File: src/hdl/eca_pkg.sv
// Shared types, codes and helpers for the encoder click and acceleration block.
// Used by every module under hdl; depends on nothing else.
`timescale 1ns / 1ps

package eca_pkg;

	localparam int unsigned TimeWidth  = 32;
	localparam int unsigned CountWidth = 8;
	localparam int unsigned MultWidth  = 7;
	localparam int unsigned DeltaWidth = 8;

	localparam logic [CountWidth-1:0] FAST_THRESHOLD = 8'd3;
	localparam logic [CountWidth-1:0] COUNT_MAX      = 8'd255;

	localparam logic [TimeWidth-1:0] DCW_RESET  = 32'd500000;
	localparam logic [TimeWidth-1:0] FSW_RESET  = 32'd200000;
	localparam logic [TimeWidth-1:0] FEW_RESET  = 32'd1000000;
	localparam logic [MultWidth-1:0] MULT_RESET = 7'd5;

	typedef enum logic [1:0] {
		OP_PRESS   = 2'd0,
		OP_UP      = 2'd1,
		OP_DOWN    = 2'd2,
		OP_UNKNOWN = 2'd3
	} opcode_t;

	typedef enum logic [1:0] {
		KIND_NONE   = 2'd0,
		KIND_SELECT = 2'd1,
		KIND_DOUBLE = 2'd2,
		KIND_DELTA  = 2'd3
	} kind_t;

	typedef enum logic [1:0] {
		REG_DOUBLE_CLICK_WINDOW = 2'd0,
		REG_FAST_STEP_WINDOW    = 2'd1,
		REG_FAST_EXPIRE_WINDOW  = 2'd2,
		REG_FAST_MULTIPLIER     = 2'd3
	} reg_index_t;

	typedef struct packed {
		logic [TimeWidth-1:0] double_click_window;
		logic [TimeWidth-1:0] fast_step_window;
		logic [TimeWidth-1:0] fast_expire_window;
		logic [MultWidth-1:0] fast_multiplier;
	} cfg_t;

	typedef struct packed {
		kind_t                        kind;
		logic signed [DeltaWidth-1:0] delta;
	} result_t;

	// Counter increment that sticks at the top value.
	function automatic logic [CountWidth-1:0] sat_inc(input logic [CountWidth-1:0] c);
		return (c == COUNT_MAX) ? COUNT_MAX : c + 8'd1;
	endfunction

endpackage

File: src/hdl/eca_cfg_regs.sv
// Configuration register file: the three time windows and the fast multiplier.
// Depends on eca_pkg for the register index codes and the cfg_t struct.
`timescale 1ns / 1ps

module eca_cfg_regs (
	input  logic                 clk,
	input  logic                 arst_n,
	input  logic                 cfg_valid,
	output logic                 cfg_ready,
	input  logic [1:0]           cfg_index,
	input  logic [31:0]          cfg_data,
	output eca_pkg::cfg_t        cfg
);
	import eca_pkg::*;

	cfg_t cfg_q;

	assign cfg_ready = 1'b1;
	assign cfg = cfg_q;

	always_ff @(posedge clk or negedge arst_n) begin
		if (!arst_n) begin
			cfg_q.double_click_window <= DCW_RESET;
			cfg_q.fast_step_window    <= FSW_RESET;
			cfg_q.fast_expire_window  <= FEW_RESET;
			cfg_q.fast_multiplier     <= MULT_RESET;
		end else if (cfg_valid) begin
			unique case (reg_index_t'(cfg_index))
				REG_DOUBLE_CLICK_WINDOW: cfg_q.double_click_window <= cfg_data;
				REG_FAST_STEP_WINDOW:    cfg_q.fast_step_window    <= cfg_data;
				REG_FAST_EXPIRE_WINDOW:  cfg_q.fast_expire_window  <= cfg_data;
				REG_FAST_MULTIPLIER:     cfg_q.fast_multiplier     <= cfg_data[MultWidth-1:0];
				default: ;
			endcase
		end
	end

endmodule

File: src/hdl/eca_event_core.sv
// Event interpreter: press and step history registers plus the logic that turns
// one event into a result. Depends on eca_pkg for codes, types and sat_inc.
`timescale 1ns / 1ps

module eca_event_core (
	input  logic                 clk,
	input  logic                 arst_n,
	input  logic                 accept,
	input  logic [1:0]           opcode,
	input  logic [31:0]          event_time,
	input  eca_pkg::cfg_t        cfg,
	output eca_pkg::result_t     result
);
	import eca_pkg::*;

	logic [1:0]            last_opcode_q;
	logic [TimeWidth-1:0]  press_time_q, up_time_q, down_time_q;
	logic [CountWidth-1:0] press_count_q, up_count_q, down_count_q;

	logic [TimeWidth-1:0]  press_gap, own_time, step_gap;
	logic [CountWidth-1:0] own_count, own_count_d;
	logic [CountWidth-1:0] press_count_d, up_count_d, down_count_d;
	logic                  same_dir, is_double;
	logic [MultWidth-1:0]  magnitude;
	logic [DeltaWidth-1:0] step_mag;

	always_comb begin
		press_gap = event_time - press_time_q;
		is_double = (press_gap < cfg.double_click_window) &&
			(last_opcode_q == OP_PRESS) && (press_count_q != '0);

		own_time  = (opcode == OP_UP) ? up_time_q : down_time_q;
		own_count = (opcode == OP_UP) ? up_count_q : down_count_q;
		step_gap  = event_time - own_time;
		same_dir  = (last_opcode_q == opcode);

		// In the same direction, a gap between the fast and expire windows keeps the count as it is.
		own_count_d = own_count;
		if (step_gap < cfg.fast_step_window && same_dir) begin
			own_count_d = sat_inc(own_count);
		end else if (step_gap > cfg.fast_expire_window || !same_dir) begin
			own_count_d = 8'd1;
		end

		magnitude = (own_count_d > FAST_THRESHOLD) ? cfg.fast_multiplier : 7'd1;
		step_mag  = {1'b0, magnitude};

		press_count_d = press_count_q;
		up_count_d    = up_count_q;
		down_count_d  = down_count_q;
		result.kind   = KIND_NONE;
		result.delta  = '0;

		unique case (opcode_t'(opcode))
			OP_PRESS: begin
				up_count_d   = '0;
				down_count_d = '0;
				if (is_double) begin
					result.kind   = KIND_DOUBLE;
					press_count_d = '0;
				end else begin
					result.kind   = KIND_SELECT;
					press_count_d = sat_inc(press_count_q);
				end
			end
			OP_UP: begin
				press_count_d = '0;
				down_count_d  = '0;
				up_count_d    = own_count_d;
				result.kind   = KIND_DELTA;
				result.delta  = $signed(step_mag);
			end
			OP_DOWN: begin
				press_count_d = '0;
				up_count_d    = '0;
				down_count_d  = own_count_d;
				result.kind   = KIND_DELTA;
				result.delta  = $signed(~step_mag + 8'd1);
			end
			OP_UNKNOWN: ;
			default: ;
		endcase
	end

	always_ff @(posedge clk or negedge arst_n) begin
		if (!arst_n) begin
			last_opcode_q <= OP_PRESS;
			press_time_q  <= '0;
			press_count_q <= '0;
			up_time_q     <= '0;
			up_count_q    <= '0;
			down_time_q   <= '0;
			down_count_q  <= '0;
		end else if (accept) begin
			last_opcode_q <= opcode;
			press_count_q <= press_count_d;
			up_count_q    <= up_count_d;
			down_count_q  <= down_count_d;
			if (opcode == OP_PRESS && !is_double) begin
				press_time_q <= event_time;
			end
			if (opcode == OP_UP) begin
				up_time_q <= event_time;
			end
			if (opcode == OP_DOWN) begin
				down_time_q <= event_time;
			end
		end
	end

	// A press leaves both step counts at zero.
	a_press_clears_steps: assert property (@(posedge clk) disable iff (!arst_n)
		accept && opcode == OP_PRESS |=> up_count_q == '0 && down_count_q == '0)
		else $error("press did not clear step counts");

	// A step breaks any double click sequence.
	a_step_clears_press: assert property (@(posedge clk) disable iff (!arst_n)
		accept && (opcode == OP_UP || opcode == OP_DOWN) |=> press_count_q == '0)
		else $error("step did not clear press count");

	// An unknown code touches no counter and no timestamp.
	a_unknown_keeps_history: assert property (@(posedge clk) disable iff (!arst_n)
		accept && opcode == OP_UNKNOWN |=> $stable(press_count_q) && $stable(up_count_q)
			&& $stable(down_count_q) && $stable(press_time_q) && $stable(up_time_q)
			&& $stable(down_time_q))
		else $error("unknown code changed history");

endmodule

File: src/hdl/eca_out_reg.sv
// Result register between the event logic and the output channel; it takes a
// new result in the cycle the old one is transferred. Depends on eca_pkg.
`timescale 1ns / 1ps

module eca_out_reg (
	input  logic                 clk,
	input  logic                 arst_n,
	input  logic                 in_valid,
	output logic                 in_ready,
	input  eca_pkg::result_t     result,
	output logic                 out_valid,
	input  logic                 out_ready,
	output logic [1:0]           event_kind,
	output logic signed [7:0]    step_delta
);
	import eca_pkg::*;

	logic    out_valid_q;
	result_t result_q;

	assign in_ready   = !out_valid_q || out_ready;
	assign out_valid  = out_valid_q;
	assign event_kind = result_q.kind;
	assign step_delta = result_q.delta;

	always_ff @(posedge clk or negedge arst_n) begin
		if (!arst_n) begin
			out_valid_q <= 1'b0;
		end else if (in_ready) begin
			out_valid_q <= in_valid;
		end
	end

	always_ff @(posedge clk) begin
		if (in_valid && in_ready) begin
			result_q <= result;
		end
	end

	// Only a value delta carries a nonzero step.
	a_delta_only_with_kind: assert property (@(posedge clk) disable iff (!arst_n)
		out_valid_q && result_q.kind != KIND_DELTA |-> result_q.delta == '0)
		else $error("nonzero step delta on a non-delta result");

endmodule

File: src/hdl/encoder_click_and_acceleration.sv
// Rotary encoder event interpreter with double click detection and step
// acceleration.
//
// Input channel (in_valid/in_ready, opcode, event_time): one timestamped
// encoder event per transfer. Output channel (out_valid/out_ready, event_kind,
// step_delta): exactly one result per input event, in order.
// Configuration channel (cfg_valid/cfg_ready, cfg_index, cfg_data): writes the
// double click window, the fast step and expire windows and the fast
// multiplier; cfg_ready is always high. Write only while the block is idle.
//
// The result is registered: the result of an event appears on the output in the
// cycle after its transfer. Throughput is one event per cycle while the
// receiver takes results, set by the history registers that each event rewrites.
// When the receiver stalls, the result register holds its result and in_ready
// stays high only if that result is transferred in the same cycle.
// Reset clears all press and step history and loads the default windows
// (500000, 200000, 1000000 us) and a multiplier of five; no clearing pass.
// Depends on eca_pkg, eca_cfg_regs, eca_event_core and eca_out_reg.
`timescale 1ns / 1ps

module encoder_click_and_acceleration (
	input  logic                 clk,
	input  logic                 arst_n,
	input  logic                 in_valid,
	output logic                 in_ready,
	input  logic [1:0]           opcode,
	input  logic [31:0]          event_time,
	output logic                 out_valid,
	input  logic                 out_ready,
	output logic [1:0]           event_kind,
	output logic signed [7:0]    step_delta,
	input  logic                 cfg_valid,
	output logic                 cfg_ready,
	input  logic [1:0]           cfg_index,
	input  logic [31:0]          cfg_data
);
	import eca_pkg::*;

	cfg_t    cfg;
	result_t result;
	logic    accept;

	assign accept = in_valid && in_ready;

	eca_cfg_regs u_cfg_regs (
		.clk       (clk),
		.arst_n    (arst_n),
		.cfg_valid (cfg_valid),
		.cfg_ready (cfg_ready),
		.cfg_index (cfg_index),
		.cfg_data  (cfg_data),
		.cfg       (cfg)
	);

	eca_event_core u_event_core (
		.clk        (clk),
		.arst_n     (arst_n),
		.accept     (accept),
		.opcode     (opcode),
		.event_time (event_time),
		.cfg        (cfg),
		.result     (result)
	);

	eca_out_reg u_out_reg (
		.clk        (clk),
		.arst_n     (arst_n),
		.in_valid   (in_valid),
		.in_ready   (in_ready),
		.result     (result),
		.out_valid  (out_valid),
		.out_ready  (out_ready),
		.event_kind (event_kind),
		.step_delta (step_delta)
	);

endmodule

File: config.mk
export PLATFORM = sky130hd
export DESIGN_NAME = encoder_click_and_acceleration
export DESIGN_NICKNAME = d
export VERILOG_FILES = /design/src/hdl/eca_pkg.sv /design/src/hdl/eca_cfg_regs.sv /design/src/hdl/eca_event_core.sv /design/src/hdl/eca_out_reg.sv /design/src/hdl/encoder_click_and_acceleration.sv
export SDC_FILE = /design/constraint.sdc
export NUM_CORES = 1
export LEC_CHECK = 0
export ABC_CLOCK_PERIOD_IN_PS = 6300
export BUFFER_PORTS_ARGS = -buffer_cell sky130_fd_sc_hd__buf_2
export CAP_MARGIN = 20
export CELL_PAD_IN_SITES_DETAIL_PLACEMENT = 1
export CELL_PAD_IN_SITES_GLOBAL_PLACEMENT = 1
export CORE_MARGIN = 2
export CORE_UTILIZATION = 30
export CTS_CLUSTER_DIAMETER = 40
export CTS_CLUSTER_SIZE = 16
export DETAILED_ROUTE_END_ITERATION = 8
export GPL_ROUTABILITY_DRIVEN = 0
export GPL_TIMING_DRIVEN = 0
export PLACE_DENSITY_LB_ADDON = 0.1
export SYNTH_ARGS = -nofsm -noshare
export SYNTH_HDL_FRONTEND = slang
export SYNTH_HIERARCHICAL = 1
export SYNTH_SLANG_ARGS = --single-unit
File: constraint.sdc
create_clock -name clk -period 6.3 [get_ports clk]
set_input_delay 0.315 -clock clk [delete_from_list [all_inputs] [get_ports clk]]
set_output_delay 0.315 -clock clk [all_outputs]
set_load 0.02 [all_outputs]
Word-level counts from Yosys, hierarchy flattened
Cells that the tools add are included.
{ "op_classes": {"addsub": 5, "order_cmp": 4, "n_eq_ne": 8, "mux": 14, "bitwise_logic": 1, "reduce_logical": 30} }
{ "ops": {"columns": ["cell", "n"], "rows": [
  ["32-bit < comparator", 2],
  ["8-bit one-hot mux with 2 select lines", 4],
  ["32-bit subtractor", 2],
  ["8-bit 2-to-1 mux", 6],
  ["32-bit greater-than comparator", 1],
  ["32-bit 2-to-1 mux", 1],
  ["8-bit by 1-bit adder with 8-bit output (second input constant)", 3],
  ["2-bit AND reduction", 10],
  ["8-bit equality test (second input constant)", 2],
  ["8-bit by 2-bit greater-than comparator with 1-bit output (second input constant)", 1],
  ["7-bit inverter with 8-bit output", 1],
  ["8-bit nonzero test", 1],
  ["7-bit 2-to-1 mux", 1],
  ["2-bit equality test (second input constant)", 3],
  ["2-bit zero test", 3],
  ["2-bit nonzero test", 3],
  ["2-bit OR reduction", 3],
  ["1-bit logical AND", 5],
  ["2-bit by 1-bit equality test with 1-bit output (second input constant)", 2],
  ["2-bit one-hot mux with 2 select lines", 1],
  ["1-bit zero test", 3],
  ["2-bit equality test", 1],
  ["1-bit logical OR", 2],
  ["2-bit 2-to-1 mux", 1]
]} }
{ "totals": {"ff_bits": 236, "in_bits": 73, "output_inout_bits": 13, "word_cells": 76} }

Logic depth before layout (Yosys ltp)
{ "logic_depth": {"word_depth": 12, "mapped_depth": 39, "depth_no_buf": 35} }

Cells and area by module
The synthesis kept the hierarchy.
{ "by_module_without_submodules": {"columns": ["module", "n_inst", "cells_per_inst", "area_per_inst_um2", "seq_area_each_um2"], "rows": [
  ["eca_event_core", 1, 1203, 11004.3, 3052.9],
  ["eca_cfg_regs", 1, 221, 3923.8, 2605.0],
  ["eca_out_reg", 1, 14, 354.1, 325.3],
  ["encoder_click_and_acceleration", 1, 1, 6.3, 0.0]
]} }

Least setup slack after synthesis
OpenSTA, ideal clock, no wires.
{ "synth_timing": {"path_type": "input to register", "start": "input opcode[1]", "end": "register u_out_reg.result_q (netlist bit u_out_reg/step_delta[6]) (data pin)", "setup_time_ps": 259, "arrival_time_ps": 7127, "required_ps": 6041, "path_slack_ps": -1086, "stages": 37, "path_buffers": 4, "cell_sequence": "inv_1 -> ha_1 -> buf_2 -> clkbuf_1 -> clkbuf_1 -> mux2_2 -> ha_1 -> fa_1 -> nor2b_1 -> o21ai_0 -> a21boi_1 -> nor2_1 -> nor3_1 -> o211ai_1 -> a21boi_1 -> o31ai_1 -> a211o_1 -> o2111ai_1 -> a21oi_1 -> xnor2_1 -> ha_1 -> nand4_1 -> nor3_1 -> a211oi_1 -> a31o_2 -> and2_1 -> mux2i_1 -> o21ai_1 -> nor4_4 -> buf_6 -> nor2_1 -> ha_1 -> nand3_1 -> o21ai_0 -> a21oi_1 -> a21oi_1 -> a211o_1"} }
{ "synth_rtl": {"columns": ["element", "line_no", "source"], "rows": [
  ["from (decl)", "encoder_click_and_acceleration.sv:26", "input logic [1:0] opcode,"],
  ["to (signal assigned)", "eca_out_reg.sv:36", "result_q <= result;"],
  ["to (decl)", "eca_out_reg.sv:19", "result_t result_q;"]
]} }

==> run_results.csv <==
group,metric,value,unit
floorplanning,dieHeight,229.7,µm
layout,n_antenna_cell,0,
layout,post-route-util,0.3922,
floorplanning,floorplan.rows,82,
routing,drt_via_density,4.845,
routing,route.final.wire_length,44810,µm
hold_path,min_path_cells,2,
hold_path,hold_path_class,"input port to flop",
synth,share_of_the_synthesized_area_in_compound_gates_ao_oa_aoi_oai,0.1309,
synth,netlist_area,15290,µm²
power,power.static_leakage,9.125,nW
timing,finalMaxSlewViolations,0,
layout,final_nets,1884,
global_routing,number_of_antenna_violations_at_the_first_check_in_global_routing,0,
placed_design,portBuffers,84,
critical_path,cpMaxStageDelayCell,"nor4_4",
clocking,root_buf_cell,"clkbuf_16",
synth,synth_enable_flop_cells,10,
clocking,numCtsBuffers,60,
layout,postLayoutCellArea,19720,µm²
synth,avgSynthCellArea,10.62,µm²
synth,synth_flop_cell,"dfrtp_1",
power,sequentialPowerShare,0.238,
routing,drcViolationCount,0,
layout,leading_cell_type_in_the_layout_fill_and_taps_excluded,"dfrtp_1",
synth,ys_seq_area_frac,0.3914,
layout,count_of_fill_cells_added_during_filler_insertion,5530,
timing,finalSetupViolCount,3,
synth,yosys.area_share.simple,0.08192,
synth,largest_family_of_logic_cells_by_synthesized_area,"multiplexers",
floorplanning,fp.coreArea,50270,µm²
global_routing,top_usage_layer,"met2",
clocking,clkSinkCount,236,
power,power.density,428.6,nW/µm²
synth,synth-adder-area-share,0.1368,
critical_path,endpoint_kind,"flop",
global_routing,gr-usage-met2,0.2956,
hold_path,min_delay_worst_endpoint,"u_cfg_regs/cfg[21]$_DFFE_PN1P_",
timing,grt_setup_unrepaired,"yes",
critical_path,crit_required,6640,ps
critical_path,critical-path-top-delay-family,"compound AO/OA/AOI/OAI gates",
critical_path,timing.rr.end,"u_out_reg/step_delta[6]$_DFFE_PP_",
timing,timing.max_slew.rel_slack,0.3553,
global_routing,grt_pass1_wl,71130,µm
layout,drive_above_1_share,0.3209,
routing,vias,11470,
placed_design,dpl-instance-area,16730,µm²
critical_path,worst_r2r_start,"u_event_core/up_time_q[1]$_DFFE_PN0P_",
global_routing,globalRouteMet3Util,0.02765,
layout,most-common-layout-cells,"dfrtp_1, mux2_2, ha_1",
clocking,deepest_level_of_the_cts_h_tree,2,
global_routing,first_global_vias,12210,
timing,tightest_slew,967.1,ps
critical_path,path_depth,32,
routing,dr.pass1.iters,4,
synth,synthesis.instances,1439,
global_routing,grt_util_all_layers,0.1726,
timing,clock_skew,20.72,ps
timing,report.final.hold_viol_count,0,
clocking,clock_tree.buffer_depth,3,
global_routing,grt_max_degree,111,
synth,post_synth_mux_area_share,0.1746,
routing,post_drt_wl_per_cell,18.93,µm
critical_path,setup_cp_type,"flop to flop",
clocking,clock_insertion_delay_worst_skew,600,ps
synth,syn_nets,1678,
power,intPower,5.637,mW
power,power_switching,2.815,mW
critical_path,timing.critical_path.buf_inv,2,
synth,register_bit_total_from_synthesis,236,
synth,synth_largest_area_cell,"dfrtp_1",
placed_design,pre_cts_slack,-1918,ps
synth,yosys.area_share.xor_xnor,0.03265,
global_routing,grt.met1_usage,0.2250,
timing,fmaxAchievable,151.6,MHz
power,power_frac_comb,0.366,
synth,netlist_top_cells_area,"dfrtp_1, mux2_2, ha_1",
floorplanning,boundaryPins,86,
timing,final.min_clock_period,6595,ps
critical_path,ff2ff_path_depth,32,
critical_path,crit_top_cell,"a21o_1",
hold_path,hp-start,"cfg_data[14]",
clocking,clock_tree_from_tritoncts,"yes",
timing,final.period_utilization,1.047,
power,irDropWorstVdd,0.0002142,V
synth,synth-warning-count,6,
synth,yosys.area.top_type_share,0.3339,
layout,syn2layout_area_growth,28.96,%
critical_path,worst_ep_arrival_time,6930,ps
clocking,path_clk_slew,50,ps
floorplanning,floorplan.die_area,52780,µm²
run,maxCapViolations,0,
floorplanning,start_util,0.3041,
timing,postLayoutSetupSlackWorst,-295.5,ps
critical_path,start_kind,"flop",
placed_design,hpwlAfterDp,33120,µm
outcome,violated_checks,"setup timing",
power,power_switching_share,0.3330,
synth,async_flop_share,0.9576,
routing,ant_nets,0,
critical_path,worst-r2r-setup-slack,-300,ps
power,pwr-share-clk,0.396,
critical_path,max_stage_delay,410,ps
critical_path,timing.critical_path.fanout_max,6,
outcome,status,"complete, but fails checks",
global_routing,global_route.overflow_total,0,
synth,synth.lib_cells_used.distinct,74,
floorplanning,die_w,229.7,µm
routing,first_iter_violations,400,
metrics by stage:
stage | TNS [ps] | hold WS, ps | total power [mW] | std cells
after detailed placement | -38890 | 157.2 | 4.947 | 2197
after global placement | -35130 | 461.0 | 4.868 | 2195
after global routing | -2420 | 18.49 | 9.080 | 2367
final | -586.7 | 37.49 | 8.451 | 2367
after floorplan | -94.90 | 19.41 | 4.115 | 1439
after CTS | -697.9 | 0.09825 | 8.496 | 2357
worst max-delay path by stage:
stage                                             from                                end  slack [ps]
2_1_floorplan                                opcode[1]  u_out_reg/step_delta[6]$_DFFE_PP_         -90
3_3_place_gp                                 opcode[1]  u_out_reg/step_delta[6]$_DFFE_PP_       -1850
3_5_place_dp                                 opcode[1]  u_out_reg/step_delta[6]$_DFFE_PP_       -1920
4_1_cts        u_event_core/down_time_q[1]$_DFFE_PN0P_  u_out_reg/step_delta[6]$_DFFE_PP_        -310
5_1_grt        u_event_core/down_time_q[1]$_DFFE_PN0P_  u_out_reg/step_delta[6]$_DFFE_PP_        -660
6_report         u_event_core/up_time_q[1]$_DFFE_PN0P_  u_out_reg/step_delta[6]$_DFFE_PP_        -300
final cells by class:
class	instances	area [µm²]	share of cell area
Buffer	31	257.7	0.01307
Clock buffer	74	1645	0.08345
Clock inverter	38	555.5	0.02818
Inverter	153	579.3	0.02938
Multi-Input combinational cell	1018	8837	0.4482
Sequential cell	236	5983	0.3035
Tap cell	672	840.8	0.04265
Timing Repair Buffer	145	1017	0.05159
timing repair:
| item | CTS | global route |
|---|---|---|
| endpoints found under the hold margin | 256 | 0 |
| gates resized for setup | 30 | 33 |
| setup endpoints to repair | 40 | 48 |
| hold buffers | 23 | 0 |
| buffers inserted | 26 | 12 |
| pin swaps | 34 | 30 |
registers in the layout (all words and copies together), names as in the netlist:
register / flops
u_out_reg/event_kind: 2
u_event_core/last_opcode_q: 2
u_event_core/up_count_q: 8
u_out_reg/step_delta: 8
u_event_core/press_time_q: 32
u_event_core/up_time_q: 32
u_event_core/press_count_q: 8
u_out_reg/out_valid: 1
u_event_core/down_count_q: 8
u_event_core/down_time_q: 32
u_cfg_regs/cfg: 103
layer usage:
metal  share of wire  vias up
li1                -     5579
met1            0.47     5686
met2            0.48      134
met3           0.030       68
met4           0.021        0
met5               0        -
power by group through the flow:
stage | Sequential (mW) | Clock, mW | Combinational [mW]
after detailed placement | 2.04 | 0 | 2.91
after CTS | 2.02 | 3.44 | 3.04
after global routing | 2.06 | 3.52 | 3.50
after floorplan | 1.99 | 0 | 2.12
after global placement | 2.02 | 0 | 2.84
final | 2.01 | 3.35 | 3.09
Yosys cell counts (8+ instances only):
master / instances
a22o_1: 12
ha_1: 164
buf_6: 11
dfrtp_1: 204
mux2i_1: 35
o21bai_1: 11
edfxtp_1: 10
nand2b_1: 9
a211o_1: 8
mux2_2: 204
xnor2_1: 40
nor2_1: 76
clkbuf_1: 15
a21oi_1: 81
dfstp_2: 22
nor2b_1: 15
o21ai_0: 48
nand3_1: 19
inv_1: 153
a31oi_1: 11
nor3_1: 17
a21o_1: 47
o21a_1: 15
nand2_1: 68
nand4_1: 17
xor2_1: 17
cells by family after synthesis:
family	after synthesis
compound gates	298
xor+xnor	57
fa+ha+maj	166
buf+inv	185
flops	236
mux	241
other cells	1
simple gates	255
Note: power is estimated with default switching activity, not from simulation.
